===== config.mk =====
export PLATFORM = sky130hd
export DESIGN_NAME = tsrsp_lane
export DESIGN_NICKNAME = d
export VERILOG_FILES = /design/src/tsrsp_pkg.sv /design/src/tsrsp_lane.sv
export SDC_FILE = /design/constraint.sdc
export NUM_CORES = 2
export LEC_CHECK = 0
export ABC_CLOCK_PERIOD_IN_PS = 22400
export BUFFER_PORTS_ARGS = -buffer_cell sky130_fd_sc_hd__buf_2
export CAP_MARGIN = 0
export CORE_MARGIN = 5
export CORE_UTILIZATION = 50
export CTS_BUF_LIST = sky130_fd_sc_hd__clkbuf_4 sky130_fd_sc_hd__clkbuf_8 sky130_fd_sc_hd__clkbuf_16
export DETAILED_ROUTE_END_ITERATION = 8
export PLACE_DENSITY = 0.78
export SYNTH_ARGS = -nofsm -noshare
export SYNTH_HDL_FRONTEND = slang
export SYNTH_SLANG_ARGS = --single-unit

===== constraint.sdc =====
create_clock -name aclk -period 22.4 [get_ports aclk]
set_input_delay 1.12 -clock aclk [delete_from_list [all_inputs] [get_ports aclk]]
set_output_delay 1.12 -clock aclk [all_outputs]
set_load 0.02 [all_outputs]

===== src/tsrsp_pkg.sv =====
// Shared types, register codes and reset values for the two-side ramp speed profile.
// No dependencies; every other file imports this package.
package tsrsp_pkg;

    // Default widths for the top-level parameters
    localparam int POS_BITS_DEF   = 24;
    localparam int SPEED_BITS_DEF = 11;

    // Fixed field widths of the configuration registers
    localparam int CRUISE_W = 10;
    localparam int PCT_W    = 7;
    localparam int WIN_W    = 16;
    localparam int CFG_IDX_W = 3;

    // Full scale of the percent settings
    localparam logic [PCT_W-1:0] PCT_FULL = 7'd100;
    localparam logic [PCT_W-1:0] PCT_MIN  = 7'd1;
    localparam logic [PCT_W-1:0] PCT_MAX  = 7'd99;

    // Register indexes on the configuration port
    localparam logic [CFG_IDX_W-1:0] REG_TARGET_LEFT  = 3'd0;
    localparam logic [CFG_IDX_W-1:0] REG_TARGET_RIGHT = 3'd1;
    localparam logic [CFG_IDX_W-1:0] REG_CRUISE_SPEED = 3'd2;
    localparam logic [CFG_IDX_W-1:0] REG_ACCEL_PCT    = 3'd3;
    localparam logic [CFG_IDX_W-1:0] REG_DECEL_PCT    = 3'd4;
    localparam logic [CFG_IDX_W-1:0] REG_MIN_SPEED    = 3'd5;
    localparam logic [CFG_IDX_W-1:0] REG_DONE_WINDOW  = 3'd6;

    // Register reset values
    localparam logic [CRUISE_W-1:0] RST_CRUISE_SPEED = 10'd150;
    localparam logic [PCT_W-1:0]    RST_ACCEL_PCT    = 7'd10;
    localparam logic [PCT_W-1:0]    RST_DECEL_PCT    = 7'd80;
    localparam logic [CRUISE_W-1:0] RST_MIN_SPEED    = 10'd20;
    localparam logic [WIN_W-1:0]    RST_DONE_WINDOW  = 16'd100;

    // Ramp segment selected for one side
    localparam logic [1:0] MODE_CRUISE = 2'd0;
    localparam logic [1:0] MODE_ACCEL  = 2'd1;
    localparam logic [1:0] MODE_DECEL  = 2'd2;

    // Lane status toward the top level and the merge stage
    typedef struct packed {
        logic idle;
        logic done;
        logic near;
    } lane_stat_t;

    // Limit a percent setting to 1..99
    function automatic logic [PCT_W-1:0] clamp_pct(input logic [PCT_W-1:0] v);
        logic [PCT_W-1:0] r;
        r = v;
        if (v < PCT_MIN) begin
            r = PCT_MIN;
        end else if (v > PCT_MAX) begin
            r = PCT_MAX;
        end
        return r;
    endfunction

endpackage


===== src/tsrsp_lane.sv =====
// One side of the speed profile: ramp segment select, scaled products and a
// restoring divider that yields one quotient bit per cycle. Uses tsrsp_pkg.
module tsrsp_lane
    import tsrsp_pkg::*;
#(
    parameter int POS_BITS   = POS_BITS_DEF,
    parameter int SPEED_BITS = SPEED_BITS_DEF
) (
    input  logic                         aclk,
    input  logic                         aresetn,
    input  logic                         start_i,
    input  logic signed [POS_BITS-1:0]   pos_i,
    input  logic signed [POS_BITS-1:0]   target_i,
    input  logic [CRUISE_W-1:0]          cruise_i,
    input  logic [PCT_W-1:0]             accel_i,
    input  logic [PCT_W-1:0]             decel_i,
    input  logic [CRUISE_W-1:0]          min_i,
    input  logic [WIN_W-1:0]             window_i,
    input  logic                         ack_i,
    output lane_stat_t                   stat_o,
    output logic signed [SPEED_BITS-1:0] speed_o
);

    // Quotient bits: enough to tell any command above both the floor and the limit
    localparam int QB     = ((SPEED_BITS - 1) > CRUISE_W ? (SPEED_BITS - 1) : CRUISE_W) + 1;
    localparam int PW     = POS_BITS;
    localparam int C100_W = CRUISE_W + 7;
    localparam int NUM_W  = C100_W + PW;
    localparam int DEN_W  = PW + PCT_W;
    localparam int CW     = (NUM_W > DEN_W + QB) ? NUM_W : DEN_W + QB;
    localparam int CNT_W  = $clog2(QB);
    localparam int AW     = (PW + 1 > WIN_W) ? PW + 1 : WIN_W;
    localparam logic [QB-1:0] SMAX = QB'((1 << (SPEED_BITS - 1)) - 1);

    localparam logic [2:0] S_IDLE = 3'd0;
    localparam logic [2:0] S_PREP = 3'd1;
    localparam logic [2:0] S_CMP  = 3'd2;
    localparam logic [2:0] S_MUL  = 3'd3;
    localparam logic [2:0] S_OVF  = 3'd4;
    localparam logic [2:0] S_DIV  = 3'd5;
    localparam logic [2:0] S_FIN  = 3'd6;
    localparam logic [2:0] S_HOLD = 3'd7;

    logic [2:0]                  state_reg, state_next;
    logic signed [PW-1:0]        p_reg;
    logic                        tneg_reg, tz_reg, near_reg, fneg_reg;
    logic [PW-1:0]               tn_reg;
    logic signed [PW:0]          pn_reg;
    logic [1:0]                  mode_reg;
    logic                        opneg_reg;
    logic [PW-1:0]               opmag_reg;
    logic [PCT_W-1:0]            fac_reg;
    logic [C100_W-1:0]           c100_reg;
    logic [NUM_W-1:0]            num_reg;
    logic [DEN_W-1:0]            den_reg;
    logic                        ovf_reg;
    logic [CW-1:0]               rem_reg, dsh_reg;
    logic [QB-1:0]               quot_reg;
    logic [CNT_W-1:0]            cnt_reg;
    logic signed [SPEED_BITS-1:0] speed_reg;

    // Sign, magnitudes and arrival test of the captured word
    logic signed [PW:0] te, pe, tmag, pnw, dd, dabs;
    logic               near_w;
    always_comb begin
        te     = {target_i[PW-1], target_i};
        pe     = {p_reg[PW-1], p_reg};
        tmag   = target_i[PW-1] ? -te : te;
        pnw    = target_i[PW-1] ? -pe : pe;
        dd     = te - pe;
        dabs   = dd[PW] ? -dd : dd;
        near_w = (AW'(unsigned'(dabs[PW-1:0])) < AW'(window_i));
    end

    // Segment compares and ramp operands
    logic [PCT_W-1:0]         acc_c, dec_c;
    logic signed [PW+8:0]     pn_ext, lhs;
    logic [PW+6:0]            dec_t, acc_t;
    logic                     dec_hit, acc_hit;
    logic signed [PW+1:0]     opw, opabs;
    logic [1:0]               mode_w;
    logic [PCT_W-1:0]         fac_w;
    logic [C100_W-1:0]        cr_ext, c100_w;
    always_comb begin
        acc_c   = clamp_pct(accel_i);
        dec_c   = clamp_pct(decel_i);
        pn_ext  = {{8{pn_reg[PW]}}, pn_reg};
        lhs     = (pn_ext <<< 6) + (pn_ext <<< 5) + (pn_ext <<< 2);
        dec_t   = (PW+7)'(tn_reg) * (PW+7)'(dec_c);
        acc_t   = (PW+7)'(tn_reg) * (PW+7)'(acc_c);
        dec_hit = lhs > $signed({2'b00, dec_t});
        acc_hit = lhs < $signed({2'b00, acc_t});
        if (dec_hit) begin
            mode_w = MODE_DECEL;
            fac_w  = PCT_FULL - dec_c;
            opw    = $signed({2'b00, tn_reg}) - $signed({pn_reg[PW], pn_reg});
        end else begin
            mode_w = acc_hit ? MODE_ACCEL : MODE_CRUISE;
            fac_w  = acc_c;
            opw    = $signed({pn_reg[PW], pn_reg});
        end
        opabs  = opw[PW+1] ? -opw : opw;
        cr_ext = C100_W'(cruise_i);
        c100_w = (cr_ext << 6) + (cr_ext << 5) + (cr_ext << 2);
    end

    // Divider step
    logic          ge;
    always_comb begin
        ge = rem_reg >= dsh_reg;
    end

    // Final sign, floor and limit
    logic [QB-1:0]  qmag, fm, mag, smag;
    logic           qneg, rneg;
    always_comb begin
        fm   = QB'(min_i);
        qmag = ovf_reg ? {QB{1'b1}} : quot_reg;
        qneg = opneg_reg ^ tneg_reg;
        if (mode_reg == MODE_CRUISE) begin
            qmag = QB'(cruise_i);
            qneg = tneg_reg;
        end
        if (tz_reg || (fm > qmag)) begin
            mag  = fm;
            rneg = fneg_reg;
        end else begin
            mag  = qmag;
            rneg = qneg;
        end
        smag = (mag > SMAX) ? SMAX : mag;
    end

    // Sequence one word through the lane
    always_comb begin
        state_next = state_reg;
        unique case (state_reg)
            S_IDLE:  if (start_i) state_next = S_PREP;
            S_PREP:  state_next = S_CMP;
            S_CMP:   state_next = S_MUL;
            S_MUL:   state_next = S_OVF;
            S_OVF:   state_next = S_DIV;
            S_DIV:   if (cnt_reg == '0) state_next = S_FIN;
            S_FIN:   state_next = S_HOLD;
            S_HOLD:  if (ack_i) state_next = S_IDLE;
            default: state_next = S_IDLE;
        endcase
    end

    always_ff @(posedge aclk) begin
        if (!aresetn) begin
            state_reg <= S_IDLE;
        end else begin
            state_reg <= state_next;
        end
    end

    // Datapath registers
    always_ff @(posedge aclk) begin
        unique case (state_reg)
            S_IDLE: begin
                if (start_i) p_reg <= pos_i;
            end
            S_PREP: begin
                tneg_reg <= target_i[PW-1];
                tz_reg   <= (target_i == '0);
                tn_reg   <= tmag[PW-1:0];
                pn_reg   <= pnw;
                near_reg <= near_w;
                fneg_reg <= (p_reg >= target_i);
            end
            S_CMP: begin
                mode_reg  <= mode_w;
                fac_reg   <= fac_w;
                opneg_reg <= opw[PW+1];
                opmag_reg <= opabs[PW-1:0];
                c100_reg  <= c100_w;
            end
            S_MUL: begin
                num_reg <= NUM_W'(c100_reg) * NUM_W'(opmag_reg);
                den_reg <= DEN_W'(tn_reg) * DEN_W'(fac_reg);
            end
            S_OVF: begin
                ovf_reg  <= CW'(num_reg) >= (CW'(den_reg) << QB);
                rem_reg  <= CW'(num_reg);
                dsh_reg  <= CW'(den_reg) << (QB - 1);
                cnt_reg  <= CNT_W'(QB - 1);
                quot_reg <= '0;
            end
            S_DIV: begin
                if (ge) rem_reg <= rem_reg - dsh_reg;
                quot_reg <= {quot_reg[QB-2:0], ge};
                dsh_reg  <= dsh_reg >> 1;
                cnt_reg  <= cnt_reg - CNT_W'(1);
            end
            S_FIN: begin
                speed_reg <= rneg ? -$signed(smag[SPEED_BITS-1:0])
                                  : $signed(smag[SPEED_BITS-1:0]);
            end
            S_HOLD: begin
            end
            default: begin
            end
        endcase
    end

    assign stat_o.idle = (state_reg == S_IDLE);
    assign stat_o.done = (state_reg == S_HOLD);
    assign stat_o.near = near_reg;
    assign speed_o     = speed_reg;

    // Remainder stays below twice the shifted divisor in a bounded division
    a_div_bound: assert property (@(posedge aclk) disable iff (!aresetn)
        (state_reg == S_DIV && !ovf_reg && !tz_reg) |-> ({1'b0, rem_reg} < {dsh_reg, 1'b0}))
        else $error("lane divider remainder out of range");

endmodule


* After elaboration in Yosys (flattened, before gate mapping) *
Cells that the tools add are included.

word-level totals
  bits in registers = 314
  word-level logic and storage cells = 100

operators by class
  $add $sub $neg = 14
  multiply operators = 4
  $lt $le $gt $ge = 12
  eq/ne operators = 11
  muxes and demuxes = 27
  bitwise operators = 1
  reduce and logical (&&, ||, !) cells = 9

operators by type and width
  kind                                              count
  42-bit case mux with 2 select lines               2
  24-bit by 7-bit multiplier with 31-bit output     3
  24-bit negator                                    3
  11-bit 2-to-1 mux                                 5
  24-bit 2-to-1 mux                                 2
  41-bit by 42-bit >= comparator with 1-bit output  1
  42-bit >= comparator                              1
  42-bit 2-to-1 mux                                 1
  42-bit subtractor                                 1
  17-bit by 24-bit multiplier with 41-bit output    1
  7-bit 2-to-1 mux                                  5
  32-bit by 27-bit adder with 33-bit output         1
  33-bit by 32-bit > comparator with 1-bit output   1
  33-bit by 32-bit < comparator with 1-bit output   1
  31-bit by 30-bit adder with 32-bit output         1
  26-bit 2-to-1 mux                                 1
  25-bit by 25-bit subtractor with 26-bit output    1
  25-bit 2-to-1 mux                                 1
  24-bit negator with 25-bit output                 1
  24-bit by 24-bit subtractor with 25-bit output    1
  24-bit >= comparator                              1
  24-bit zero test                                  1
  24-bit by 16-bit < comparator with 1-bit output   1
  3-bit case mux with 8 select lines                1
  26 further kinds                                  40

* Longest topological paths before layout *
  depth in word-level cells = 9
  mapped depth = 46
  mapped depth without buffers = 41

* Worst setup path before layout *
No wires, ideal clock.

  path type = input port to flip-flop
  from = input decel_i[6]
  to = register opmag_reg[18], data pin
  data arrival time = 10.355 ns
  setup slack = 11.784 ns
  stages on the path = 43
  path buffers = 7
  path through = clkbuf_1 nand2_1 clkbuf_1 and2_1 clkbuf_1 nand2_1 fa_1 fa_1 inv_1 fa_1 inv_1 fa_1 inv_1 ha_1 nor2b_1 o31a_1 a2111oi_0 nor2_1 [... 7 more ...] or4_4 a211oi_2 a311oi_1 nor2_2 buf_6 buf_2 buf_2 buf_1 o21a_1 ha_1 nand2_1 nor4_1 mux2_2 o21a_1 nand2_1 or2_2 o21ai_0 xnor2_1

on the way
  word-level cells in the longest chain between the ends = 8
  elaborated cells between the ends (all ways) = 9

RTL lines
  what                                                 RTL line           RTL
  start, declared                                      tsrsp_lane.sv:16   input logic [PCT_W-1:0] decel_i,
  7-bit > comparator                                   tsrsp_pkg.sv:54    end else if (v > PCT_MAX) begin
  7-bit 2-to-1 mux                                     tsrsp_pkg.sv:54
  7-bit 2-to-1 mux (*)                                 tsrsp_pkg.sv:52    if (v < PCT_MIN) begin
  24-bit by 7-bit multiplier with 31-bit output (*)    tsrsp_lane.sv:89   dec_t = (PW+7)'(tn_reg) * (PW+7)'(dec_c);
  33-bit by 32-bit > comparator with 1-bit output (*)  tsrsp_lane.sv:91   dec_hit = lhs > $signed({2'b00, dec_t});
  26-bit 2-to-1 mux (*)                                tsrsp_lane.sv:93   if (dec_hit) begin
  24-bit negator                                       tsrsp_lane.sv:102  opabs = opw[PW+1] ? -opw : opw;
  24-bit 2-to-1 mux (*)                                tsrsp_lane.sv:102
  net opabs[18]                                        tsrsp_lane.sv:80   logic signed [PW+1:0] opw, opabs;
  end signal, assigned                                 tsrsp_lane.sv:176  opmag_reg <= opabs[PW-1:0];
  end, declared                                        tsrsp_lane.sv:51   logic [PW-1:0] opmag_reg;

Mark *: on every way through the listed nets, which the timed path passes. The rest lies on a longest branch.
A chain may end at the register's enable or synchronous reset.

* Worst setup path in the final report *
  from = input decel_i[3]
  to = register opmag_reg[18], data pin

Same word-level chain as after synthesis.

==> flow_summary.ini <==
[cts]
cts_resized = 0
post-cts-setup-buffers = 0
ctsHoldBuffers = 0
cts.htree.levels = 2
clock_latency_ns = 0.58
cts_root_buffer = clkbuf_16
cts_buffers = 37
cts_tree = yes
path_clk_slew_ns = 0.06
clk_path_buf_depth = 3
clock-sinks = 309

[worst_setup_path]
crit_path_end_kind = flip-flop
cp_top_family = compound AO/OA/AOI/OAI gates
reg2regPathDepth = 38
crit_path_max_incr_delay_ns = 0.70
cp_slowest_cell = a2111oi_0
startpoint_type = primary input
r2r-end = opmag_reg[18]
cp_max_fo = 57
critical_path_class = in -> reg
regToRegStartpoint = tn_reg[3]
ff2ff_setup_slack_ns = 11.60
crit_top_cell = inv_1
path_buf_inv = 7
cp.arrival_ns = 12.24
crit_required_ns = 22.69

[die]
fp.dieW_um = 325
start_util = 0.504
die_h_um = 325
core_area_mm2 = 0.0984
rows = 115
design.die.area_mm2 = 0.106
io_pins = 116

[timing]
fin_skew_ns = 0.0445
fin_tns_setup_ns = 0
fin_crit_sh = 0.533
hold_viol = 0
finalCriticalPeriod_ns = 11.95
setup_viol = 0
relSlewSlack = 0.242
rsz0062_at_grt = false
finalMaxSlewViolations = 0
fmax_mhz = 83.7
worstMarginPinSlew_ns = 1.12

[place]
io_buffers = 115
gp_congestion = 0.933
hpwl_um = 98400

[hold_path]
hp-start = dsh_reg[18]
hp-class = reg -> reg
hold_depth = 2
min_to = dsh_reg[17]

[synthesis]
synthArstFlopShare = 0
ys.flop_type = edfxtp_1
synth_seq_cells = 309
netlist_instances = 5467
synth_edf_count = 306
ys_warn_count = 0
synth_nets = 6736
synth_seq_area_share = 0.186
synth_area_per_cell_um2 = 9.08
yosysUniqueCellTypes = 98
synth_area_mm2 = 0.0496

[drt]
drt_iter0_drc = 3006
routed_wl_um = 126000
vias_per_cell = 5.79
vias = 39100
drc_errors = 0
drtAntennaViolNets = 0
first_pass_iters = 5
wl_per_cell_um = 18.7

[layout]
layout_common_cells = nand2_1 (802), inv_1 (798), fa_1 (646)
post-route-util = 0.534
final_nets = 6709
synthToLayoutAreaGrowth_pct = 5.89
final_common_cell = nand2_1
regArea_mm2 = 0.00925
multi_input_area_mm2 = 0.0366
largest_register_ffs = 42
nFillCells = 8733
drive_gt1_frac = 0.0510
n_antenna_cell = 0

[global_routing]
grt_max_degree = 95
grt_pass1_wl_um = 207000
grt_pass1_vias = 40600
antenna_found_initial = 0
grt_overflow_total = 0
grt_usage = 0.238

[job]
max_cap_viol_count = 0

[outcome]
status = finished clean
worst reg2reg max path, delay by kind of cell (launching register included):
family / cells / cell delay (ns)
flops: 1 / 0.38
xor+xnor: 2 / 0.24
buf+inv: 7 / 1.53
fa+ha+maj: 7 / 3.03
simple gates: 10 / 2.12
compound gates: 11 / 3.00
mux: 1 / 0.22
metal layers:
layer / wire, um / vias to the layer above / track usage
li1: - / 18000 / -
met1: 49800 / 19300 / 0.300
met2: 61300 / 1419 / 0.411
met3: 8900 / 342 / 0.0336
met4: 6180 / 0 / 0.101
met5: 0 / - / 0
worst max-delay path by stage:
| stage | end | from | depth (start not counted) |
|---|---|---|---|
| 2_1_floorplan | opmag_reg[18] | decel_i[6] | 43 |
| 3_3_place_gp | opmag_reg[18] | decel_i[3] | 40 |
| 4_1_cts | opmag_reg[18] | decel_i[3] | 40 |
| 6_report | opmag_reg[18] | decel_i[3] | 40 |
| 5_1_grt | opmag_reg[18] | decel_i[3] | 42 |
| 3_5_place_dp | opmag_reg[18] | decel_i[3] | 40 |
synthesized netlist by cell type (all sizes together), types with 92 or more instances:
cell	n	area share
and2	231	0.029
nor2	184	0.014
inv	798	0.060
xor2	92	0.016
ha	521	0.13
edfxtp	306	0.19
a21o	112	0.017
clkbuf	206	0.016
and3	101	0.013
xnor2	213	0.038
nand2	803	0.061
a21oi	232	0.023
o21ai	241	0.024
fa	646	0.26
through the flow:
step                      setup WS [ns]  hold slack, ns  cells  cell area, um^2
after floorplan                   11.78           0.480   5467            49600
after global placement            10.40           0.531   6688            51300
after detailed placement          10.17           0.538   6688            51300
after CTS                         10.70           0.553   6754            52500
after global routing               9.83           0.573   6754            52500
final                             10.45           0.552   6754            52500
kinds of logic after synthesis:
| kind of cell | Yosys count | share of synthesized area |
|---|---|---|
| AO/OA/AOI/OAI | 890 | 0.115 |
| adder cells (fa/ha/maj) | 1167 | 0.392 |
| AND/OR/NAND/NOR | 1757 | 0.171 |
| multiplexers | 21 | 0.00444 |
| buffers and inverters | 1018 | 0.0774 |
| XOR/XNOR | 305 | 0.0540 |
| flip-flops | 309 | 0.186 |
area by class of cell:
cell class	count	area share
flip-flops and latches	309	0.176
repair buffers	154	0.0165
well taps	1287	0.0306
multi-input cells	4140	0.696
clock inverters	19	0.00448
clock buffers	47	0.0192
inverters	798	0.0570
Power is left out: the tool's default activity adds up to more than one toggle a clock period on the data nets, which glitch-free logic cannot reach.
