## src/tsrsp_pkg.sv

```systemverilog
// Shared types, register codes and reset values for the two-side ramp speed profile.
// No dependencies; every other file imports this package.
package tsrsp_pkg;

    // Default widths for the top-level parameters
    localparam int POS_BITS_DEF   = 24;
    localparam int SPEED_BITS_DEF = 11;

    // Fixed field widths of the configuration registers
    localparam int CRUISE_W = 10;
    localparam int PCT_W    = 7;
    localparam int WIN_W    = 16;
    localparam int CFG_IDX_W = 3;

    // Full scale of the percent settings
    localparam logic [PCT_W-1:0] PCT_FULL = 7'd100;
    localparam logic [PCT_W-1:0] PCT_MIN  = 7'd1;
    localparam logic [PCT_W-1:0] PCT_MAX  = 7'd99;

    // Register indexes on the configuration port
    localparam logic [CFG_IDX_W-1:0] REG_TARGET_LEFT  = 3'd0;
    localparam logic [CFG_IDX_W-1:0] REG_TARGET_RIGHT = 3'd1;
    localparam logic [CFG_IDX_W-1:0] REG_CRUISE_SPEED = 3'd2;
    localparam logic [CFG_IDX_W-1:0] REG_ACCEL_PCT    = 3'd3;
    localparam logic [CFG_IDX_W-1:0] REG_DECEL_PCT    = 3'd4;
    localparam logic [CFG_IDX_W-1:0] REG_MIN_SPEED    = 3'd5;
    localparam logic [CFG_IDX_W-1:0] REG_DONE_WINDOW  = 3'd6;

    // Register reset values
    localparam logic [CRUISE_W-1:0] RST_CRUISE_SPEED = 10'd150;
    localparam logic [PCT_W-1:0]    RST_ACCEL_PCT    = 7'd10;
    localparam logic [PCT_W-1:0]    RST_DECEL_PCT    = 7'd80;
    localparam logic [CRUISE_W-1:0] RST_MIN_SPEED    = 10'd20;
    localparam logic [WIN_W-1:0]    RST_DONE_WINDOW  = 16'd100;

    // Ramp segment selected for one side
    localparam logic [1:0] MODE_CRUISE = 2'd0;
    localparam logic [1:0] MODE_ACCEL  = 2'd1;
    localparam logic [1:0] MODE_DECEL  = 2'd2;

    // Lane status toward the top level and the merge stage
    typedef struct packed {
        logic idle;
        logic done;
        logic near;
    } lane_stat_t;

    // Limit a percent setting to 1..99
    function automatic logic [PCT_W-1:0] clamp_pct(input logic [PCT_W-1:0] v);
        logic [PCT_W-1:0] r;
        r = v;
        if (v < PCT_MIN) begin
            r = PCT_MIN;
        end else if (v > PCT_MAX) begin
            r = PCT_MAX;
        end
        return r;
    endfunction

endpackage

```

## src/tsrsp_merge.sv

```systemverilog
// Merge stage: joins both lane results with the arrival flag into the output register.
// Uses tsrsp_pkg for the lane status struct.
module tsrsp_merge
    import tsrsp_pkg::*;
#(
    parameter int SPEED_BITS = SPEED_BITS_DEF
) (
    input  logic                         aclk,
    input  logic                         aresetn,
    input  lane_stat_t                   stat_l_i,
    input  lane_stat_t                   stat_r_i,
    input  logic signed [SPEED_BITS-1:0] speed_l_i,
    input  logic signed [SPEED_BITS-1:0] speed_r_i,
    output logic                         ack_o,
    output logic                         m_valid,
    input  logic                         m_ready,
    output logic signed [SPEED_BITS-1:0] m_speed_left,
    output logic signed [SPEED_BITS-1:0] m_speed_right,
    output logic                         m_arrived
);

    logic                         m_valid_reg;
    logic signed [SPEED_BITS-1:0] spd_l_reg, spd_r_reg;
    logic                         arrived_reg;
    logic                         take;

    // Take both lanes when the output register is free or being drained
    assign take  = stat_l_i.done && stat_r_i.done && (!m_valid_reg || m_ready);
    assign ack_o = take;

    always_ff @(posedge aclk) begin
        if (!aresetn) begin
            m_valid_reg <= 1'b0;
        end else if (take) begin
            m_valid_reg <= 1'b1;
        end else if (m_ready) begin
            m_valid_reg <= 1'b0;
        end
    end

    // Load the result word
    always_ff @(posedge aclk) begin
        if (take) begin
            spd_l_reg   <= speed_l_i;
            spd_r_reg   <= speed_r_i;
            arrived_reg <= stat_l_i.near && stat_r_i.near;
        end
    end

    assign m_valid       = m_valid_reg;
    assign m_speed_left  = spd_l_reg;
    assign m_speed_right = spd_r_reg;
    assign m_arrived     = arrived_reg;

    // A taken pair always shows up on the output next cycle
    a_take_shows: assert property (@(posedge aclk) disable iff (!aresetn)
        take |=> m_valid_reg)
        else $error("merged word lost");

endmodule

```

## config.mk

```make
export PLATFORM = sky130hd
export DESIGN_NAME = tsrsp_merge
export DESIGN_NICKNAME = d
export VERILOG_FILES = /design/src/tsrsp_pkg.sv /design/src/tsrsp_merge.sv
export SDC_FILE = /design/constraint.sdc
export NUM_CORES = 1
export LEC_CHECK = 0
export ABC_AREA = 1
export BUFFER_PORTS_ARGS = -buffer_cell sky130_fd_sc_hd__buf_4
export CORE_MARGIN = 8
export CORE_UTILIZATION = 40
export DETAILED_ROUTE_END_ITERATION = 8
export GPL_TIMING_DRIVEN = 0
export PLACE_DENSITY = 0.88
export SYNTH_ARGS = -nofsm -noshare
export SYNTH_HDL_FRONTEND = slang
export SYNTH_SLANG_ARGS = --single-unit
```

## constraint.sdc

```tcl
create_clock -name aclk -period 3.46 [get_ports aclk]
set_clock_uncertainty 0.2 [all_clocks]
set_input_delay 0.692 -clock aclk [delete_from_list [all_inputs] [get_ports aclk]]
set_output_delay 0.692 -clock aclk [all_outputs]
set_load 0.02 [all_outputs]
```

[After elaboration in Yosys (flattened, before gate mapping)]
Index checks and enable logic that the tools add are counted.
Storage, ports and cells
  flip-flop bits (word level): 24
  input bits: 31
  output and inout port bits: 25
  word-level logic and storage cells: 12
Operators by class
  multiplexer cells: 2
  reductions and logical operators: 6
Operators by type and width (number)
  $logic_and A1 B1 Y1: 3
  $mux W1: 2
  $reduce_bool A2 Y1: 1
  $logic_not A1 Y1: 1
  $logic_or A1 B1 Y1: 1

[Longest topological paths before layout]
Gate-level depths: netlist of run 1.
  word-level depth: 4
  depth in mapped cells: 3
  depth with buffers taken out: 3

[Least setup slack after synthesis of run 1]
Ideal clock, no wire load.
  kind: input port to output port
  from: input port stat_l_i[1] in the netlist's numbering
  to: output port ack_o
  data arrival time: 2207 ps
  data required time: 2568 ps
  setup slack: 361 ps
  stages: 2
  buffers on the path: 0
  cell sequence: nand2_1 > a21oi_1
On the way
  cells in the longest elaborated chain, start to end: 2
RTL lines
  start, declared: line tsrsp_merge.sv:10  | input lane_stat_t stat_l_i,
  $logic_and A1 B1 Y1 (2 in a row): line tsrsp_merge.sv:28  | assign take = stat_l_i.done && stat_r_i.done && (!m_valid_reg || m_ready);
  end, declared: line tsrsp_merge.sv:14  | output logic ack_o,
Every way passes these cells.

[Worst setup path in the final report of run 1]
Same ends and word-level chain as after synthesis.

==> summary.md, run 1 <==
| Metric | Value |
|---|---|
| Status | finished, final reports clean |
| Commonest cells after routing, fill and taps aside | buf_4, edfxtp_1, clkbuf_4 |
| R2r setup slk | 1.94 ns |
| Max_cap viols | 0 |
| Sequential-to-total area share from yosys stat | 94.8% |
| Switch Pwr | 0.000111 W |
| Synth Area in XOR/XNOR | 0% |
| Detailed Route WL | 1.73 mm |
| FF+latch count, synth | 24 |
| Total congestion overflow | 0 |
| Min-Delay Path Class | flop to flop |
| Worst-Skew Late Latency | 0.30 ns |
| P&R area growth vs syn | 64.6% |
| Min cycle time layout | 2.56 ns |
| Hold Crit Endpoint | m_valid$_SDFFE_PN0P_ |
| Die H | 59.3 µm |
| CP top delay family | buffers and inverters |
| DP HPWL | 1.46 mm |
| Initial Util | 42.9% |
| Share of cells above drive strength 1 | 68.9% |
| Worst Path Arrival | 1.67 ns |
| Largest fanout on the critical path | 16 |
| IO Pins | 56 |
| DRC | 0 |
| Area fraction in compound gates after synthesis | 1.84% |
| Count of cell types in the netlist | 8 |
| Final Hold Viols | 0 |
| Core Area | 0.00175 mm² |
| Mux share of post-synthesis cell area | 0% |
| 1st-pass router iterations | 3 |
| Commonest non-fill, non-tap cell in the layout | buf_4 |
| Final period util | 74.1% |
| Antenna violations before repair | 0 |
| Int Pwr | 0.000434 W |
| Leak pwr | 0.534 nW |
| Worst-path cell chain | buf_4 > nand2_1 > a21oi_2 > buf_8 > buf_4 |
| Critical path type | primary input to output port |
| Area after DPL | 0.00120 mm² |
| Antenna Diode Count | 0 |
| Hold Buf Count CTS | 0 |
| Layout Nets | 122 |
| Clock network power share | 25.5% |
| Crit path required time | 2.57 ns |
| Setup TNS | 0 ns |
| Cell count after synthesis | 32 |
| All-layer global routing usage | 9.79% |
| Hold Crit Depth | 2 |
| Largest family of logic cells by synthesized area | compound AO/OA/AOI/OAI gates |
| Post-synthesis adder-cell area fraction | 0% |
| Die Area | 0.00351 mm² |
| Max IR drop VDD | 0.276 mV |
| Largest net degree at the start of global routing | 17 |
| Post-synthesis simple-gate area fraction | 1.84% |
| TritonCTS Buffers | 3 |
| Unrepaired setup endpoints after global routing | false |
| GP Congestion | 0.663 |
| Number of cell rows | 15 |
| Highest clock rate | 390 MHz |
| Vias in the first global route | 556 |
| PostCTS Resize Cnt | 0 |
| Hold_sp | m_valid$_SDFFE_PN0P_ |
| Critical path's slowest cell | a21oi_2 |
| Setup violations, final | 0 |
| Final core utilization | 70.7% |
| TritonCTS clock tree | yes |
| Routed Antenna Nets | 0 |
| Net Sw Frac | 20.4% |
| Worst Setup End Kind | output port |
| Postcts setup bufs | 0 |
| Worst-margin pin slew | 0.527 ns |
| First-pass GRT wire length | 2.51 mm |
| Buf+Inv Stages, Crit Path | 3 |
| Startpoint Class | primary input |
| R2r endpoint | m_speed_right[8]$_DFFE_PP_ |
| Gate power share | 12.8% |
| Via Count | 482 |
| Avg WL per Cell | 15.0 µm |
| CTS sink cnt | 24 |
| Synth warn | 0 |
| I/O Buffers | 53 |
| R2R cell count | 2 |
| Crit path top cell by count | buf_4 |
| Vias/cell | 4.19 |
| Rel. slew slack | 64.9% |
| H-Tree Depth | 1 |
| P per Cell Area | 442 mW/mm² |
| CTS max path bufs | 2 |
| Design Area, Final | 0.00123 mm² |
| Post-Syn Nets | 63 |
| Drt initial violations | 11 |
| Clock Pin Slew Worst Setup and Hold Paths | 0.12 ns |
| CP max stage delay | 0.42 ns |
| Clk root buf | clkbuf_4 |
| Critical R2R Launch | m_valid$_SDFFE_PN0P_ |
| Seq pwr share | 61.7% |
| Post-Syn Area | 749 µm² |
| DIE WIDTH | 59.3 µm |
| Max Slew Vio Count | 0 |
| Synth Area per Inst | 23.4 µm² |
cells in the mapped netlist:
cell,number,area share [%]
nand2_1,2,1.0
inv_1,2,1.0
a21oi_1,1,0.67
edfxtp_1,23,92
dfxtp_1,1,2.7
inv_2,1,0.50
a21oi_2,1,1.2
nand2_2,1,0.84
power by group through the flow:
stage          Sequential, W  Combinational [W]  Clock (W)
5_1_grt             0.000338          0.0000737   0.000156
4_1_cts             0.000337          0.0000710   0.000146
3_5_place_dp        0.000343          0.0000710          0
3_3_place_gp        0.000343          0.0000664          0
6_report            0.000337          0.0000697   0.000139
2_1_floorplan       0.000359         0.00000763          0
worst max path at each step:
stage,start,to,slack [ns],depth (start not counted)
6_report,stat_l_i[1],ack_o,0.90,5
5_1_grt,stat_r_i[1],ack_o,0.82,5
4_1_cts,stat_l_i[1],ack_o,0.88,5
3_5_place_dp,stat_l_i[1],ack_o,0.88,5
3_3_place_gp,stat_l_i[1],ack_o,-0.14,4
2_1_floorplan,stat_l_i[1],ack_o,0.36,2
through the flow:
step	hold slack, ns	std cells	total power (W)	setup slack (ns)
3_5_place_dp	0.291	111	0.000414	0.884
6_report	0.308	115	0.000546	0.895
2_1_floorplan	0.350	32	0.000367	0.361
4_1_cts	0.311	115	0.000554	0.878
3_3_place_gp	0.263	110	0.000410	-0.144
5_1_grt	0.331	115	0.000568	0.820
area by class of cell:
| cell class | count | area [µm²] |
|---|---|---|
| fillers | 129 | 512 |
| flip-flops and latches | 24 | 711 |
| well taps | 25 | 31.3 |
| repair buffers | 54 | 413 |
| clock buffers | 4 | 36.3 |
| inverters | 3 | 11.3 |
| multi-input cells | 5 | 31.3 |
worst reg2reg max path: stages (launching register included):
cell     delay (ns)
dfxtp_1        0.36
a21oi_2        0.44
buf_8          0.24
per-layer routing:
metal	GRT usage, %	up-vias	wire length [µm]
met5	0	-	0
met4	6.14	0	9
met3	7.59	2	293
met2	14.9	36	835
met1	8.88	211	588
li1	-	233	-
cells by family after synthesis:
family | count (synthesis)
DFF | 24
and+or+nand+nor | 3
buffers and inverters | 3
AOI/OAI and AO/OA | 2
No activity file was read; power rests on OpenSTA's default activity.
==> run 2: changes to the inputs <==
--- a/config.mk
+++ b/config.mk
@@ -8,10 +8,10 @@
 export ABC_AREA = 1
 export BUFFER_PORTS_ARGS = -buffer_cell sky130_fd_sc_hd__buf_4
 export CORE_MARGIN = 8
-export CORE_UTILIZATION = 40
+export CORE_UTILIZATION = 34
 export DETAILED_ROUTE_END_ITERATION = 8
 export GPL_TIMING_DRIVEN = 0
-export PLACE_DENSITY = 0.88
+export PLACE_DENSITY = 0.8
 export SYNTH_ARGS = -nofsm -noshare
 export SYNTH_HDL_FRONTEND = slang
 export SYNTH_SLANG_ARGS = --single-unit
==> constraint.sdc (replaced) <==
create_clock -name aclk -period 2.24 [get_ports aclk]
set_clock_uncertainty 0.2 [all_clocks]
set_input_delay 0.448 -clock aclk [delete_from_list [all_inputs] [get_ports aclk]]
set_output_delay 0.448 -clock aclk [all_outputs]
set_load 0.02 [all_outputs]
==> summary.md, run 2 (same netlist as run 1, synthesis figures left out) <==
| Metric | Value |
|---|---|
| Layout Nets | 122 (unchanged) |
| Crit path required time | 1.59 ns (was 2.57 ns) |
| Final core utilization | 57.2% (was 70.7%) |
| TritonCTS clock tree | yes (unchanged) |
| DIE WIDTH | 63.0 µm (was 59.3 µm) |
| Critical path type | flop to output port (was primary input to output port) |
| Hold Crit Depth | 1 (was 2) |
| Worst-path cell chain | a21oi_4 > buf_4 (was buf_4 > nand2_1 > a21oi_2 > buf_8 > buf_4) |
| Setup TNS | 0 ns (unchanged) |
| CP max stage delay | 0.40 ns (was 0.42 ns) |
| Vias in the first global route | 576 (was 556) |
| Max IR drop VDD | 0.316 mV (was 0.276 mV) |
| Die H | 63.0 µm (was 59.3 µm) |
| Detailed Route WL | 1.93 mm (was 1.73 mm) |
| Worst-Skew Late Latency | 0.30 ns (about the same) |
| Final period util | 87.5% |
| Worst Setup End Kind | output port (unchanged) |
| Rel. slew slack | 54.3% (was 64.9%) |
| Critical path's slowest cell | dfxtp_1 (was a21oi_2) |
| Largest net degree at the start of global routing | 25 (was 17) |
| Core Area | 0.00215 mm² (was 0.00175 mm²) |
| Commonest cells after routing, fill and taps aside | buf_4, edfxtp_1, clkbuf_4 (unchanged) |
| First-pass GRT wire length | 2.85 mm (was 2.51 mm) |
| Share of cells above drive strength 1 | 67.8% (was 68.9%) |
| Drt initial violations | 8 (was 11) |
| 1st-pass router iterations | 4 (was 3) |
| Worst-margin pin slew | 0.686 ns (was 0.527 ns) |
| Clk root buf | clkbuf_4 (unchanged) |
| Final Hold Viols | 0 (unchanged) |
| Total congestion overflow | 0 (unchanged) |
| Setup violations, final | 0 (unchanged) |
| IO Pins | 56 (unchanged) |
| Min-Delay Path Class | primary input to flop (was flop to flop) |
| I/O Buffers | 53 (unchanged) |
| DRC | 0 (unchanged) |
| Highest clock rate | 510 MHz |
| Leak pwr | 0.524 nW (was 0.534 nW) |
| Largest fanout on the critical path | 12 (was 16) |
| Commonest non-fill, non-tap cell in the layout | buf_4 (unchanged) |
| Status | finished, final reports clean (unchanged) |
| Min cycle time layout | 1.96 ns |
| Startpoint Class | flop (was primary input) |
| Max Slew Vio Count | 0 (unchanged) |
| TritonCTS Buffers | 3 (unchanged) |
| Hold Buf Count CTS | 0 (unchanged) |
| Clock Pin Slew Worst Setup and Hold Paths | 0.12 ns (about the same) |
| P per Cell Area | 664 mW/mm² (was 442 mW/mm²) |
| Vias/cell | 4.23 (was 4.19) |
| CTS sink cnt | 24 (unchanged) |
| Worst Path Arrival | 1.31 ns (was 1.67 ns) |
| Via Count | 499 (was 482) |
| Antenna Diode Count | 0 (unchanged) |
| P&R area growth vs syn | 63.9% (was 64.6%) |
| Max_cap viols | 0 (unchanged) |
| R2R cell count | 1 (was 2) |
| GP Congestion | 0.723 (was 0.663) |
| Antenna violations before repair | 0 (unchanged) |
| Number of cell rows | 17 (was 15) |
| Initial Util | 34.9% (was 42.9%) |
| Avg WL per Cell | 16.3 µm (was 15.0 µm) |
| H-Tree Depth | 1 (unchanged) |
| Routed Antenna Nets | 0 (unchanged) |
| All-layer global routing usage | 9.51% (was 9.79%) |
| CTS max path bufs | 2 (unchanged) |
| Postcts setup bufs | 0 (unchanged) |
| Unrepaired setup endpoints after global routing | false (unchanged) |
| Die Area | 0.00396 mm² (was 0.00351 mm²) |
==> run 2: final timing paths <==
kind                                      startpoint                         end  slack, ns
worst max-delay path            m_valid$_SDFFE_PN0P_                       ack_o       0.28
worst min register to register  m_valid$_SDFFE_PN0P_        m_valid$_SDFFE_PN0P_       0.37
worst max register to register  m_valid$_SDFFE_PN0P_         m_arrived$_DFFE_PP_       0.72
worst min-delay path                   speed_l_i[10]  m_speed_left[10]$_DFFE_PP_       0.11
==> run 2: report_power, final <==
part / switching (W) / internal [W] / leakage [nW] / total (W)
Combinational: 0.0000520 / 0.0000558 / 0.286 / 0.000108
Sequential: 0.00000672 / 0.000514 / 0.224 / 0.000521
Clock: 0.000117 / 0.0000693 / 0.0150 / 0.000186
==> run 2: per-layer routing <==
metal	up-vias	global-route usage, %	share of wire (%)
li1	239	-	-
met5	-	0	0
met4	0	5.98	0.78
met2	38	14.3	47
met3	2	5.56	13
met1	220	9.88	40
==> run 2: final cells by class <==
cell class,instances,area (µm²)
clock buffer,4,26.3
fill,182,920
inverter,3,11.3
multi-input combinational,6,47.5
sequential,24,711
tap,28,35.0
timing repair buffer,53,398
==> run 2: what timing repair did <==
| action | CTS | global route |
|---|---|---|
| resized for setup | 1 | 0 |
| cloned | 0 | 1 |
| pin swaps | 1 | 1 |
| endpoints found under the setup margin | 1 | 1 |
==> run 2: worst max-delay path: cells and delay by family, from the launching register on <==
| kind | cells | cell delay (ns) |
|---|---|---|
| AOI/OAI and AO/OA | 1 | 0.39 |
| DFF | 1 | 0.40 |
| buffers and inverters | 1 | 0.22 |
==> run 2: metrics by stage <==
step | setup slack [ns] | std cells | hold WS [ns] | cell area, µm² | total power (W)
6_report | 0.281 | 118 | 0.111 | 1230 | 0.000815
5_1_grt | 0.183 | 118 | 0.0864 | 1230 | 0.000854
4_1_cts | 0.00218 | 117 | 0.102 | 1220 | 0.000820
3_5_place_dp | -0.283 | 113 | 0.297 | 1190 | 0.000638
3_3_place_gp | -0.214 | 113 | 0.277 | 1190 | 0.000633
2_1_floorplan | 0.235 | 32 | 0.347 | 753 | 0.000567
==> run 3: changes to the inputs <==
--- a/config.mk
+++ b/config.mk
@@ -6,8 +6,9 @@
 export NUM_CORES = 1
 export LEC_CHECK = 0
 export ABC_AREA = 1
+export ABC_CLOCK_PERIOD_IN_PS = 2240
 export BUFFER_PORTS_ARGS = -buffer_cell sky130_fd_sc_hd__buf_4
-export CORE_MARGIN = 8
+export CORE_MARGIN = 2
 export CORE_UTILIZATION = 34
 export DETAILED_ROUTE_END_ITERATION = 8
 export GPL_TIMING_DRIVEN = 0
==> summary.md, run 3 (same netlist as run 1, synthesis figures left out) <==
| Metric | Value |
|---|---|
| Status | finished, final reports clean (unchanged) |
| Detailed Route WL | 1.60 mm (was 1.93 mm) |
| CP top delay family | flip-flops (unchanged) |
| Leak pwr | 0.537 nW (was 0.524 nW) |
| Postcts setup bufs | 0 (unchanged) |
| R2R cell count | 1 (unchanged) |
| PostCTS Resize Cnt | 1 (unchanged) |
| H-Tree Depth | 1 (unchanged) |
| GP Congestion | 0.569 (was 0.723) |
| Final Hold Viols | 0 (unchanged) |
| Int Pwr | 0.000751 W (was 0.000640 W) |
| Final period util | 87.7% (was 87.5%) |
| CP Depth | 2 (unchanged) |
| Hold Crit Depth | 1 (unchanged) |
| Highest clock rate | 509 MHz (was 510 MHz) |
| Antenna violations before repair | 0 (unchanged) |
| CTS sink cnt | 24 (unchanged) |
| Core Area | 0.00202 mm² (was 0.00215 mm²) |
| CP max stage delay | 0.40 ns (about the same) |
| Routed Antenna Nets | 0 (unchanged) |
| Avg WL per Cell | 13.7 µm (was 16.3 µm) |
| Die Area | 0.00260 mm² (was 0.00396 mm²) |
| Max_cap viols | 0 (unchanged) |
| Net Sw Frac | 19.2% (was 21.6%) |
| Share of cells above drive strength 1 | 68.9% (was 67.8%) |
| Largest net degree at the start of global routing | 15 (was 25) |
| Initial Util | 37.1% (was 34.9%) |
| Die H | 51.0 µm (was 63.0 µm) |
| Final Power | 0.000930 W (was 0.000815 W) |
| Critical R2R Launch | m_valid$_SDFFE_PN0P_ (unchanged) |
| P&R area growth vs syn | 67.3% (was 63.9%) |
| Largest fanout on the critical path | 12 (unchanged) |
| FF/Latch Area | 711 µm² (unchanged) |
| Setup violations, final | 0 (unchanged) |
| First-pass GRT wire length | 2.13 mm (was 2.85 mm) |
| Setup ws final | 0.275 ns (was 0.281 ns) |
| Commonest non-fill, non-tap cell in the layout | buf_4 (unchanged) |
| Buf+Inv Stages, Crit Path | 1 (unchanged) |
| Layout Nets | 122 (unchanged) |
| Worst-path cell chain | a21oi_4 > buf_4 (unchanged) |
| Total congestion overflow | 0 (unchanged) |
| Commonest cells after routing, fill and taps aside | buf_4, edfxtp_1, clkbuf_4 (unchanged) |
| Clock network power share | 32.5% (was 22.9%) |
| Rel. slew slack | 54.0% (was 54.3%) |
| Placement Setup Slack | -0.268 ns (was -0.283 ns) |
| Worst-Skew Late Latency | 0.31 ns (was 0.30 ns) |
| Antenna Diode Count | 0 (unchanged) |
| Min cycle time layout | 1.97 ns (was 1.96 ns) |
| Min-Delay Path Class | primary input to flop (unchanged) |
| DP HPWL | 1.16 mm |
| Vias in the first global route | 453 (was 576) |
| 1st-pass router iterations | 2 (was 4) |
| IO Pins | 56 (unchanged) |
| I/O Buffers | 53 (unchanged) |
| Critical path's slowest cell | dfxtp_1 (unchanged) |
| Seq pwr share | 56.1% (was 63.9%) |
| Startpoint Class | flop (unchanged) |
| Hold_sp | speed_r_i[10] (was speed_l_i[10]) |
| Max IR drop VDD | 0.291 mV (was 0.316 mV) |
| Worst Setup End Kind | output port (unchanged) |
| Fill count | 160 (was 182) |
| Crit path required time | 1.59 ns (about the same) |
| All-layer global routing usage | 12.4% (was 9.51%) |
| Source of the critical timing path | m_valid$_SDFFE_PN0P_ (unchanged) |
| Multi-input gate area | 47.5 µm² (unchanged) |
| TritonCTS clock tree | yes (unchanged) |
| DRC | 0 (unchanged) |
| CTS max path bufs | 2 (unchanged) |
| Worst-margin pin slew | 0.690 ns (was 0.686 ns) |
| Clk root buf | clkbuf_4 (unchanged) |
| Gate power share | 11.4% (was 13.2%) |
| P per Cell Area | 741 mW/mm² (was 664 mW/mm²) |
| DIE WIDTH | 51.0 µm (was 63.0 µm) |
| Switch Pwr | 0.000179 W (was 0.000176 W) |
| Hold Buf Count CTS | 0 (unchanged) |
| Unrepaired setup endpoints after global routing | false (unchanged) |
| Number of cell rows | 16 (was 17) |
| TritonCTS Buffers | 3 (unchanged) |
| Worst Path Arrival | 1.32 ns (was 1.31 ns) |
| Clock Pin Slew Worst Setup and Hold Paths | 0.13 ns (was 0.12 ns) |
| Via Count | 493 (was 499) |
| Max Slew Vio Count | 0 (unchanged) |
| Vias/cell | 4.21 (was 4.23) |
| Drt initial violations | 2 (was 8) |
| Critical path type | flop to output port (unchanged) |
==> run 3: changes by cell type in the layout (fill, tap and decap cells not counted), sizes merged <==
cell    before  now
bufinv       0    1
clkbuf       4    3
==> run 3: layout make-up <==
class	count	area share (%)
inverters	3	0.898
clock inverters	1	2.40
well taps	27	2.69
multi-input cells	6	3.79
repair buffers	53	31.7
clock buffers	3	1.80
flip-flops and latches	24	56.7
==> run 3: through the flow <==
step	std cells	TNS, ns	utilization (%)	hold WS (ns)	instance area, µm²
6_report	117	0	62.0	0.107	1250
5_1_grt	117	0	62.0	0.0881	1250
4_1_cts	117	0	62.0	0.0980	1250
3_5_place_dp	112	-0.268	58.6	0.287	1180
3_3_place_gp	112	-0.235	58.6	0.277	1180
2_1_floorplan	32	0	-	0.347	753
==> run 3: power by group through the flow <==
stage               clock [W]  sequential [W]  combinational [W]
floorplan                   0        0.000555          0.0000124
global placement            0        0.000530           0.000102
detailed placement          0        0.000531           0.000104
CTS                  0.000310        0.000522           0.000108
global route         0.000321        0.000523           0.000112
finish               0.000302        0.000521           0.000106
==> run 3: per-layer routing <==
metal  vias to the layer above  routed length [µm]  track usage (%)
li1                        236                   -                -
met1                       217                 636             13.7
met2                        38                 751             19.5
met3                         2                 197             5.26
met4                         0                  17             8.11
met5                         -                   0                0
==> run 3: worst paths after layout <==
| kind | end | slack, ns |
|---|---|---|
| hold reg to reg | m_valid$_SDFFE_PN0P_ | 0.37 |
| setup reg to reg | m_speed_right[6]$_DFFE_PP_ | 0.69 |
| hold / removal | m_speed_right[10]$_DFFE_PP_ | 0.11 |
| setup / recovery | ack_o | 0.27 |
